**config.mk**
```make
export PLATFORM = sky130hd
export DESIGN_NAME = module_presence_monitor_core_flat
export DESIGN_NICKNAME = d
export VERILOG_FILES = /design/src/rtl/pmon_pkg.sv /design/src/rtl/pmon_if.sv /design/src/rtl/pmon_cell.sv /design/src/rtl/module_presence_monitor_core.sv /design/src/flat_wrapper.sv
export SDC_FILE = /design/constraint.sdc
export NUM_CORES = 1
export LEC_CHECK = 0
export ABC_AREA = 1
export BUFFER_PORTS_ARGS = -buffer_cell sky130_fd_sc_hd__buf_2
export CORE_MARGIN = 10
export CORE_UTILIZATION = 60
export CTS_CLUSTER_SIZE = 16
export DETAILED_ROUTE_END_ITERATION = 8
export MAX_ROUTING_LAYER = met4
export PLACE_DENSITY = 0.81
export SLEW_MARGIN = 20
export SYNTH_ARGS = -nofsm -noshare
export SYNTH_HDL_FRONTEND = slang
export SYNTH_HIERARCHICAL = 1
export SYNTH_SLANG_ARGS = --single-unit
```
**constraint.sdc**
```tcl
create_clock -name clock -period 5.2 [get_ports clock]
set_input_delay 0.52 -clock clock [delete_from_list [all_inputs] [get_ports clock]]
set_output_delay 0.52 -clock clock [all_outputs]
set_load 0.02 [all_outputs]
```
**src/rtl/pmon_pkg.sv**
```systemverilog
package pmon_pkg;

   // Field widths of the channels and registers
   localparam int MODULE_MAX    = 24;
   localparam int MODULE_ID_W   = 5;
   localparam int CNT_W         = 8;
   localparam int MASK_W        = 16;
   localparam int CSR_DATA_W    = 16;
   localparam int CSR_INDEX_W   = 2;

   // Default group sizes
   localparam int PRIMARY_COUNT_DEF   = 16;
   localparam int SECONDARY_COUNT_DEF = 8;

   // Register reset values
   localparam logic [CNT_W-1:0]  TIMEOUT_RESET = 8'd15;
   localparam logic [MASK_W-1:0] MASK_RESET    = '0;

   // Item opcodes
   typedef enum logic [1:0] {
      OP_HEARTBEAT = 2'd0,
      OP_CLEAR     = 2'd1,
      OP_TICK      = 2'd2
   } op_type;

   // Register indexes
   typedef enum logic [CSR_INDEX_W-1:0] {
      CSR_PRIMARY_VALID_MASK      = 2'd0,
      CSR_PRIMARY_TIMEOUT_TICKS   = 2'd1,
      CSR_SECONDARY_TIMEOUT_TICKS = 2'd2
   } csr_index_type;

   // Event kinds
   localparam logic KIND_RESPONDS = 1'b0;
   localparam logic KIND_MISSING  = 1'b1;

   // Sequencer states
   typedef enum logic [1:0] {
      ST_IDLE,
      ST_SWEEP,
      ST_EMIT
   } state_type;

   // Control from the sequencer to one cell
   typedef struct packed {
      logic set_seen;
      logic clr_seen;
      logic take;
   } pmon_cell_ctl_type;

   // Status from one cell to the sequencer
   typedef struct packed {
      logic active;
      logic pend;
      logic kind;
   } pmon_cell_sts_type;

endpackage

```
**src/rtl/pmon_if.sv**
```systemverilog
interface pmon_req_if;
   logic       valid;
   logic       ready;
   logic [1:0] opcode;
   logic [4:0] module_id;

   modport source (output valid, output opcode, output module_id, input ready);
   modport sink   (input valid, input opcode, input module_id, output ready);
endinterface

interface pmon_rsp_if;
   logic        valid;
   logic        ready;
   logic        event_valid;
   logic        event_kind;
   logic [4:0]  event_module;
   logic [23:0] active_mask;
   logic        last_result;

   modport source (output valid, output event_valid, output event_kind,
                   output event_module, output active_mask, output last_result,
                   input ready);
   modport sink   (input valid, input event_valid, input event_kind,
                   input event_module, input active_mask, input last_result,
                   output ready);
endinterface

```
**src/rtl/pmon_cell.sv**
```systemverilog
module pmon_cell #(
   parameter bit IS_PRIMARY = 1'b1
) (
   input  logic                              clock,
   input  logic                              reset,
   input  logic                              token_in,
   output logic                              token_out,
   input  logic                              mon,
   input  logic [pmon_pkg::CNT_W-1:0]        timeout,
   input  pmon_pkg::pmon_cell_ctl_type       ctl,
   output pmon_pkg::pmon_cell_sts_type       sts
);
   import pmon_pkg::*;

   logic             token_ff;
   logic             seen_ff,   seen_in;
   logic             active_ff, active_in;
   logic             pend_ff,   pend_in;
   logic             kind_ff,   kind_in;
   logic [CNT_W-1:0] cnt_ff,    cnt_in;
   logic [CNT_W-1:0] cnt_inc;
   logic             expire;

   // Saturating silence count and timeout compare
   assign cnt_inc = (cnt_ff == '1) ? cnt_ff : cnt_ff + CNT_W'(1);
   assign expire  = (cnt_inc >= timeout);

   // Apply heartbeat, clear and take controls; update this module when the sweep token sits here
   always_comb begin
      seen_in   = seen_ff;
      active_in = active_ff;
      pend_in   = pend_ff;
      kind_in   = kind_ff;
      cnt_in    = cnt_ff;
      if (ctl.set_seen) begin
         seen_in = 1'b1;
      end
      if (ctl.clr_seen) begin
         seen_in = 1'b0;
      end
      if (ctl.take) begin
         pend_in = 1'b0;
      end
      if (token_ff) begin
         seen_in = 1'b0;
         if (mon) begin
            priority if (seen_ff) begin
               cnt_in    = '0;
               active_in = 1'b1;
               if (!active_ff) begin
                  pend_in = 1'b1;
                  kind_in = KIND_RESPONDS;
               end
            end else if (IS_PRIMARY) begin
               if (expire) begin
                  cnt_in    = '0;
                  active_in = 1'b0;
                  pend_in   = 1'b1;
                  kind_in   = KIND_MISSING;
               end else begin
                  cnt_in = cnt_inc;
               end
            end else if (active_ff) begin
               cnt_in = cnt_inc;
               if (expire) begin
                  active_in = 1'b0;
                  pend_in   = 1'b1;
                  kind_in   = KIND_MISSING;
               end
            end else begin
               // hold the count of an inactive secondary module
               cnt_in = cnt_ff;
            end
         end
      end
   end

   // Hold module state, pass the token on
   always_ff @(posedge clock) begin
      if (reset) begin
         token_ff  <= 1'b0;
         seen_ff   <= 1'b0;
         active_ff <= 1'b0;
         pend_ff   <= 1'b0;
         cnt_ff    <= '0;
      end else begin
         token_ff  <= token_in;
         seen_ff   <= seen_in;
         active_ff <= active_in;
         pend_ff   <= pend_in;
         cnt_ff    <= cnt_in;
      end
   end

   always_ff @(posedge clock) begin
      kind_ff <= kind_in;
   end

   assign token_out  = token_ff;
   assign sts.active = active_ff;
   assign sts.pend   = pend_ff;
   assign sts.kind   = kind_ff;

endmodule

```
**src/rtl/module_presence_monitor_core.sv**
```systemverilog
// Heartbeat timeout monitor for a primary and a secondary group of modules.
// Input channel req_ch carries items: heartbeat (mark module seen), clear
// (unmark it) or tick (examine every module, then drop all seen marks).
// Result channel rsp_ch returns one or more items per input item; the last
// one has last_result set and every one carries the active mask as it
// stands after the input.
// A heartbeat, clear or unused opcode gives one result with no event; it
// can be loaded into the output register in the cycle after acceptance.
// A tick runs a token down a row of one cell per module, one cell a cycle;
// events then leave in module order while a scan pointer steps one module
// a cycle as long as the receiver keeps up.
// Input is taken only while no item is in progress; configuration writes
// on csr_* take effect at once and are meant for idle periods.
// A stalled receiver holds the output register and the scan; no result is
// dropped. Reset (synchronous, active high) clears all seen marks, active
// flags, silence counters and pending results, and restores the registers
// to mask zero and timeouts of 15 ticks.
module module_presence_monitor_core #(
   parameter int PRIMARY_COUNT   = pmon_pkg::PRIMARY_COUNT_DEF,
   parameter int SECONDARY_COUNT = pmon_pkg::SECONDARY_COUNT_DEF
) (
   input  logic                                clock,
   input  logic                                reset,
   pmon_req_if.sink                            req_ch,
   pmon_rsp_if.source                          rsp_ch,
   input  logic                                csr_we,
   input  logic [pmon_pkg::CSR_INDEX_W-1:0]    csr_index,
   input  logic [pmon_pkg::CSR_DATA_W-1:0]     csr_wdata
);
   import pmon_pkg::*;

   localparam int MODULE_SUM   = PRIMARY_COUNT + SECONDARY_COUNT;
   localparam int MODULE_COUNT = (MODULE_SUM > MODULE_MAX) ? MODULE_MAX : MODULE_SUM;

   // Configuration registers
   logic [MASK_W-1:0] pmask_ff;
   logic [CNT_W-1:0]  ptimeout_ff;
   logic [CNT_W-1:0]  stimeout_ff;

   always_ff @(posedge clock) begin
      if (reset) begin
         pmask_ff    <= MASK_RESET;
         ptimeout_ff <= TIMEOUT_RESET;
         stimeout_ff <= TIMEOUT_RESET;
      end else if (csr_we) begin
         unique case (csr_index_type'(csr_index))
            CSR_PRIMARY_VALID_MASK:      pmask_ff    <= csr_wdata[MASK_W-1:0];
            CSR_PRIMARY_TIMEOUT_TICKS:   ptimeout_ff <= csr_wdata[CNT_W-1:0];
            CSR_SECONDARY_TIMEOUT_TICKS: stimeout_ff <= csr_wdata[CNT_W-1:0];
            default: ;
         endcase
      end
   end

   // Sequencer state
   state_type              state_ff, state_in;
   logic [MODULE_ID_W-1:0] idx_ff,   idx_in;

   logic                   req_accept;
   logic                   tick_start;
   logic                   load_rsp;
   logic                   take_event;
   logic                   out_free;
   logic                   later_pend;
   logic [MODULE_MAX-1:0]  above_mask;

   // Cell row
   logic [MODULE_COUNT:0]   token;
   logic [MODULE_MAX-1:0]   active_vec;
   logic [MODULE_MAX-1:0]   pend_vec;
   logic [MODULE_MAX-1:0]   kind_vec;

   assign token[0] = tick_start;

   for (genvar i = 0; i < MODULE_MAX; i++) begin : g_cell
      if (i < MODULE_COUNT) begin : g_used
         pmon_cell_ctl_type ctl;
         pmon_cell_sts_type sts;
         logic              mon;

         if (i >= PRIMARY_COUNT) begin : g_sec
            assign mon = 1'b1;
         end else if (i < MASK_W) begin : g_pri
            assign mon = pmask_ff[i];
         end else begin : g_pri_nomask
            assign mon = 1'b0;
         end

         assign ctl.set_seen = req_accept && (op_type'(req_ch.opcode) == OP_HEARTBEAT)
                               && (req_ch.module_id == MODULE_ID_W'(i));
         assign ctl.clr_seen = req_accept && (op_type'(req_ch.opcode) == OP_CLEAR)
                               && (req_ch.module_id == MODULE_ID_W'(i));
         assign ctl.take     = take_event && (idx_ff == MODULE_ID_W'(i));

         pmon_cell #(
            .IS_PRIMARY (i < PRIMARY_COUNT)
         ) u_cell (
            .clock     (clock),
            .reset     (reset),
            .token_in  (token[i]),
            .token_out (token[i+1]),
            .mon       (mon),
            .timeout   ((i < PRIMARY_COUNT) ? ptimeout_ff : stimeout_ff),
            .ctl       (ctl),
            .sts       (sts)
         );

         assign active_vec[i] = sts.active;
         assign pend_vec[i]   = sts.pend;
         assign kind_vec[i]   = sts.kind;
      end else begin : g_unused
         assign active_vec[i] = 1'b0;
         assign pend_vec[i]   = 1'b0;
         assign kind_vec[i]   = 1'b0;
      end
   end

   // Pending events beyond the scan pointer
   always_comb begin
      for (int j = 0; j < MODULE_MAX; j++) begin
         above_mask[j] = (MODULE_ID_W'(j) > idx_ff);
      end
   end
   assign later_pend = |(pend_vec & above_mask);

   assign req_accept    = req_ch.valid && req_ch.ready;
   assign req_ch.ready  = (state_ff == ST_IDLE);

   // Output register
   logic                   rsp_valid_ff;
   logic                   rsp_evt_ff,    rsp_evt_in;
   logic                   rsp_kind_ff,   rsp_kind_in;
   logic [MODULE_ID_W-1:0] rsp_module_ff, rsp_module_in;
   logic [MODULE_MAX-1:0]  rsp_active_ff;
   logic                   rsp_last_ff,   rsp_last_in;

   assign out_free = !rsp_valid_ff || rsp_ch.ready;

   // Next state, scan pointer and result selection
   always_comb begin
      state_in      = state_ff;
      idx_in        = idx_ff;
      tick_start    = 1'b0;
      load_rsp      = 1'b0;
      take_event    = 1'b0;
      rsp_evt_in    = 1'b0;
      rsp_kind_in   = KIND_RESPONDS;
      rsp_module_in = '0;
      rsp_last_in   = 1'b1;
      unique case (state_ff)
         ST_IDLE: begin
            idx_in = '0;
            if (req_accept) begin
               if (op_type'(req_ch.opcode) == OP_TICK) begin
                  tick_start = 1'b1;
                  state_in   = ST_SWEEP;
               end else begin
                  state_in = ST_EMIT;
               end
            end
         end
         ST_SWEEP: begin
            if (token[MODULE_COUNT]) begin
               state_in = ST_EMIT;
            end
         end
         ST_EMIT: begin
            priority if (pend_vec == '0) begin
               if (out_free) begin
                  load_rsp = 1'b1;
                  state_in = ST_IDLE;
               end
            end else if (!pend_vec[idx_ff]) begin
               idx_in = idx_ff + MODULE_ID_W'(1);
            end else if (out_free) begin
               load_rsp      = 1'b1;
               take_event    = 1'b1;
               rsp_evt_in    = 1'b1;
               rsp_kind_in   = kind_vec[idx_ff];
               rsp_module_in = idx_ff;
               rsp_last_in   = !later_pend;
               if (later_pend) begin
                  idx_in = idx_ff + MODULE_ID_W'(1);
               end else begin
                  idx_in   = '0;
                  state_in = ST_IDLE;
               end
            end else begin
               // hold the scan while the receiver stalls
               idx_in = idx_ff;
            end
         end
         default: begin
            state_in = ST_IDLE;
         end
      endcase
   end

   always_ff @(posedge clock) begin
      if (reset) begin
         state_ff <= ST_IDLE;
         idx_ff   <= '0;
      end else begin
         state_ff <= state_in;
         idx_ff   <= idx_in;
      end
   end

   // Load a result, drop it once taken
   always_ff @(posedge clock) begin
      if (reset) begin
         rsp_valid_ff <= 1'b0;
      end else if (load_rsp) begin
         rsp_valid_ff <= 1'b1;
      end else if (rsp_ch.ready) begin
         rsp_valid_ff <= 1'b0;
      end
   end

   always_ff @(posedge clock) begin
      if (load_rsp) begin
         rsp_evt_ff    <= rsp_evt_in;
         rsp_kind_ff   <= rsp_kind_in;
         rsp_module_ff <= rsp_module_in;
         rsp_active_ff <= active_vec;
         rsp_last_ff   <= rsp_last_in;
      end
   end

   assign rsp_ch.valid        = rsp_valid_ff;
   assign rsp_ch.event_valid  = rsp_evt_ff;
   assign rsp_ch.event_kind   = rsp_kind_ff;
   assign rsp_ch.event_module = rsp_module_ff;
   assign rsp_ch.active_mask  = rsp_active_ff;
   assign rsp_ch.last_result  = rsp_last_ff;

endmodule
```
**src/flat_wrapper.sv**
```systemverilog
// flat-port wrapper written by rule: the top's interface ports become plain ports
module module_presence_monitor_core_flat import pmon_pkg::*;
#(
   parameter int PRIMARY_COUNT   = pmon_pkg::PRIMARY_COUNT_DEF,
   parameter int SECONDARY_COUNT = pmon_pkg::SECONDARY_COUNT_DEF
)
  (clock, reset, csr_we, csr_index, csr_wdata, req_ch_valid, req_ch_opcode, req_ch_module_id, req_ch_ready, rsp_ch_valid, rsp_ch_event_valid, rsp_ch_event_kind, rsp_ch_event_module, rsp_ch_active_mask, rsp_ch_last_result, rsp_ch_ready);
  pmon_req_if req_ch_i ();
  pmon_rsp_if rsp_ch_i ();
  input  logic clock;
  input  logic reset;
  input  logic csr_we;
  input  logic [pmon_pkg::CSR_INDEX_W-1:0] csr_index;
  input  logic [pmon_pkg::CSR_DATA_W-1:0] csr_wdata;
  input wire logic [$bits(req_ch_i.valid)-1:0] req_ch_valid;
  input wire logic [$bits(req_ch_i.opcode)-1:0] req_ch_opcode;
  input wire logic [$bits(req_ch_i.module_id)-1:0] req_ch_module_id;
  output wire logic [$bits(req_ch_i.ready)-1:0] req_ch_ready;
  output wire logic [$bits(rsp_ch_i.valid)-1:0] rsp_ch_valid;
  output wire logic [$bits(rsp_ch_i.event_valid)-1:0] rsp_ch_event_valid;
  output wire logic [$bits(rsp_ch_i.event_kind)-1:0] rsp_ch_event_kind;
  output wire logic [$bits(rsp_ch_i.event_module)-1:0] rsp_ch_event_module;
  output wire logic [$bits(rsp_ch_i.active_mask)-1:0] rsp_ch_active_mask;
  output wire logic [$bits(rsp_ch_i.last_result)-1:0] rsp_ch_last_result;
  input wire logic [$bits(rsp_ch_i.ready)-1:0] rsp_ch_ready;
  assign req_ch_i.valid = req_ch_valid;
  assign req_ch_i.opcode = req_ch_opcode;
  assign req_ch_i.module_id = req_ch_module_id;
  assign req_ch_ready = req_ch_i.ready;
  assign rsp_ch_valid = rsp_ch_i.valid;
  assign rsp_ch_event_valid = rsp_ch_i.event_valid;
  assign rsp_ch_event_kind = rsp_ch_i.event_kind;
  assign rsp_ch_event_module = rsp_ch_i.event_module;
  assign rsp_ch_active_mask = rsp_ch_i.active_mask;
  assign rsp_ch_last_result = rsp_ch_i.last_result;
  assign rsp_ch_i.ready = rsp_ch_ready;
  module_presence_monitor_core #(.PRIMARY_COUNT(PRIMARY_COUNT), .SECONDARY_COUNT(SECONDARY_COUNT)) u_core (.clock(clock), .reset(reset), .req_ch(req_ch_i), .rsp_ch(rsp_ch_i), .csr_we(csr_we), .csr_index(csr_index), .csr_wdata(csr_wdata));
endmodule
```
==> flow_metrics.py <==
metrics = {
    "finish": {
        "layout_common_cells": "1152 x nand2_1, 597 x inv_1, 462 x nor2_1",
        "final-instance-count-excl-fill": 4747,
        "layout_commonest_cell": "nand2_1",
        "seq_area_mm2": 0.00825,
        "nNetsFinal": 4359,
        "drive_gt1_share_pct": 12.7,
        "fill_cells": 4045,
        "multi_input_area_mm2": 0.0162,
        "area_delta_synth_final_pct": 7.32,
        "final_area_mm2": 0.0299,
    },
    "synthesis": {
        "ys_warn_count": 6,
        "ys_async_sr_fraction_pct": 0,
        "synthFlopType": "dfxtp_1",
        "ys_seq_elements": 384,
        "yosysUniqueCellTypes": 45,
        "syn_avg_cell_area_um2": 6.76,
        "syn_area_mm2": 0.0278,
        "synth_seq_area_share_pct": 29.6,
        "syn_inst": 4118,
        "synth_edf_count": 56,
    },
    "clocking": {
        "ctsResizeCount": 0,
        "cts_made_buffers": 44,
        "post_cts_buffers": 0,
        "clk_pin_slew_worst_paths_ns": 0.06,
        "cts_hold_repair.buffers": 0,
        "cts_tree": "yes",
        "clkLatencyLatePin_ns": 0.58,
        "root_buffer": "clkbuf_16",
        "htree_num_levels": 2,
        "cts.sinks": 384,
        "cts_buffer_depth": 3,
    },
    "global_route": {
        "grt_pass1_vias": 23400,
        "grt_pass1_wl_mm": 115,
        "grtUsageTotal_pct": 25.2,
        "grt_antenna_before_repair": 1,
        "grt_overflow": 0,
        "grt_start_max_net_pins": 156,
    },
    "place": {
        "dp_cells": 4664,
        "gp_congestion": 0.998,
        "dp_hpwl_mm": 49.8,
        "placed_area_mm2": 0.0282,
        "io_buffers": 63,
    },
    "worst_setup_path": {
        "startpoint": "u_core/idx_ff[0]",
        "crit_arrival_ns": 3.52,
        "r2r_end": "u_core/rsp_ch.event_module[2]",
        "r2r_start": "u_core/idx_ff[0]",
        "worstSetupEndpoint": "u_core/rsp_ch.event_module[2]",
        "worst_setup_path_end_kind": "flop",
        "reg2reg_slack_ns": 1.91,
        "path_class": "reg -> reg",
        "cp-start-kind": "flop",
        "r2r_cells": 9,
        "worstPathMaxFanout": 25,
        "required_ns": 5.43,
    },
    "timing": {
        "slew_violations": 0,
        "rsz0062_at_grt": "false",
        "period_share_pct": 63.3,
        "timing.final.hold_violations": 0,
        "tns_ns": 0,
        "max_slew_margin_pct": 20.4,
        "fmax_mhz": 304,
        "worstMarginPinSlew_ns": 1.19,
        "timing.final.crit_period_ns": 3.29,
        "finalSetupViolCount": 0,
        "finClkSkew_ns": 0.0248,
    },
    "power": {
        "cellPowerDensity_mw_per_mm2": 242,
        "total_power_mw": 7.22,
        "cellLeakagePower_nw": 14.2,
        "ir_worst_vdd_uv": 265,
    },
    "floorplanning": {
        "die_w_um": 235,
        "die-height_um": 235,
        "ioPinCount": 64,
        "start_util_pct": 61.1,
        "row_count": 78,
        "die-area_mm2": 0.0554,
        "core-area_mm2": 0.0456,
    },
    "detailed_routing": {
        "via_per_inst": 5.33,
        "vias": 25300,
        "first_pass_iters": 5,
        "wl_per_cell_um": 14.8,
        "drt_iter0_drc": 1689,
        "drc": 0,
        "antenna_left": 0,
        "routed_wl_mm": 70.2,
    },
    "job": {
        "cap_viol_max_count": 0,
    },
    "worst_hold_path": {
        "hold_class": "in -> reg",
    },
    "outcome": {
        "status": "complete, no violations",
    },
}
==> area by class of cell <==
class                   instances  area share, %
repair buffers                 74           1.41
clock buffers                  58           4.11
well taps                     600           2.51
inverters                     677           8.52
flip-flops and latches        384           27.6
clock inverters                24           1.48
multi-input cells            2929           54.4
diodes                          1        0.00838
==> routing by layer <==
layer	vias to the layer above	track usage [%]	wire length, µm
li1	13000	-	-
met1	11500	31.0	30900
met2	678	42.1	33500
met3	131	2.82	3680
met4	0	8.46	2190
met5	-	-	0
==> Yosys cell counts (6+ instances only) <==
cell      instances  share of area (%)
a21oi_1         268                4.8
a21oi_2          32                1.0
a21oi_4          17               0.99
buf_2            19               0.34
buf_4            74                2.0
buf_6             6               0.24
clkbuf_1         35               0.47
clkinv_1         16               0.22
dfxtp_1         328                 24
edfxtp_1         56                6.0
ha_1            219                9.8
inv_1           597                8.1
inv_2            63               0.85
nand2_1        1152                 16
nand2_2          71                1.6
nand2_4          33                1.3
nand3_1         193                3.5
nand4_1         111                2.5
nand4_2          16               0.72
nor2_1          462                6.2
nor2_2           28               0.63
nor2_4           76                3.1
nor2_8            9               0.65
nor3_1           21               0.38
nor3_2            8               0.29
nor4_1           24               0.54
o211ai_1         18               0.49
o21a_1           15               0.40
o21ai_0          63                1.1
o21ai_1           6               0.11
o21ai_2          19               0.60
o21bai_1         24               0.65
xor2_1           24               0.76
==> worst max-delay path, stage by stage, from the launching register on <==
cell and delay [ns]:
dfxtp_1 0.83, inv_2 0.41, a21oi_1 0.22, o21ai_0 0.10
nand2_1 0.10, o21ai_2 0.07, nand3_4 0.15, nand2_1 0.11
a21oi_4 0.49, buf_4 0.43
==> registers in the layout, summed over array words and instances, names as in the netlist, 2 cells and up <==
signal	flops
u_core/g_cell.g_used.u_cell/active_ff	24
u_core/g_cell.g_used.u_cell/cnt_ff	192
u_core/g_cell.g_used.u_cell/kind_ff	24
u_core/g_cell.g_used.u_cell/pend_ff	24
u_core/g_cell.g_used.u_cell/seen_ff	24
u_core/g_cell.g_used.u_cell/token_out	24
u_core/idx_ff	5
u_core/pmask_ff	16
u_core/ptimeout_ff	8
u_core/rsp_ch.active_mask	24
u_core/rsp_ch.event_module	5
u_core/state_ff	2
u_core/stimeout_ff	8
==> report_power, final <==
group,switching [mW],internal [mW],leakage [nW]
clock,1.32,2.26,0.807
sequential,0.0693,3.06,3.18
combinational,0.373,0.138,10.2
total,1.76,5.46,14.2
==> per-stage QoR <==
step                hold slack [ns]  util [%]  worst slack, ns
finish                        0.204      65.5             1.91
global route                  0.203      65.5             1.68
CTS                           0.183      65.5             1.94
detailed placement            0.430      61.9             2.00
global placement              0.431      61.9             2.02
floorplan                     0.416         -             1.99
==> cells by family after synthesis <==
logic type | synth area share [%]
AOI/OAI and AO/OA | 10.4
adders and majority gates | 9.85
and+or+nand+nor | 37.2
buffers and inverters | 12.2
other | 0.0135
DFF | 29.6
xor gates and xnor gates | 0.755
==> how the worst min path moves through the flow <==
stage                                              startpoint                                         to  slack (ns)  cells after the start
global route                                     csr_wdata[9]                         u_core/pmask_ff[9]        0.20                      3
global placement     u_core/g_cell[8].g_used.u_cell/token_out   u_core/g_cell[9].g_used.u_cell/token_out        0.43                      2
detailed placement  u_core/g_cell[16].g_used.u_cell/token_out  u_core/g_cell[17].g_used.u_cell/token_out        0.43                      2
CTS                                             csr_wdata[14]                        u_core/pmask_ff[14]        0.18                      3
floorplan            u_core/g_cell[9].g_used.u_cell/token_out  u_core/g_cell[10].g_used.u_cell/token_out        0.42                      2
finish                                           csr_wdata[9]                         u_core/pmask_ff[9]        0.20                      3
No activity file was read; power rests on OpenSTA's default activity.
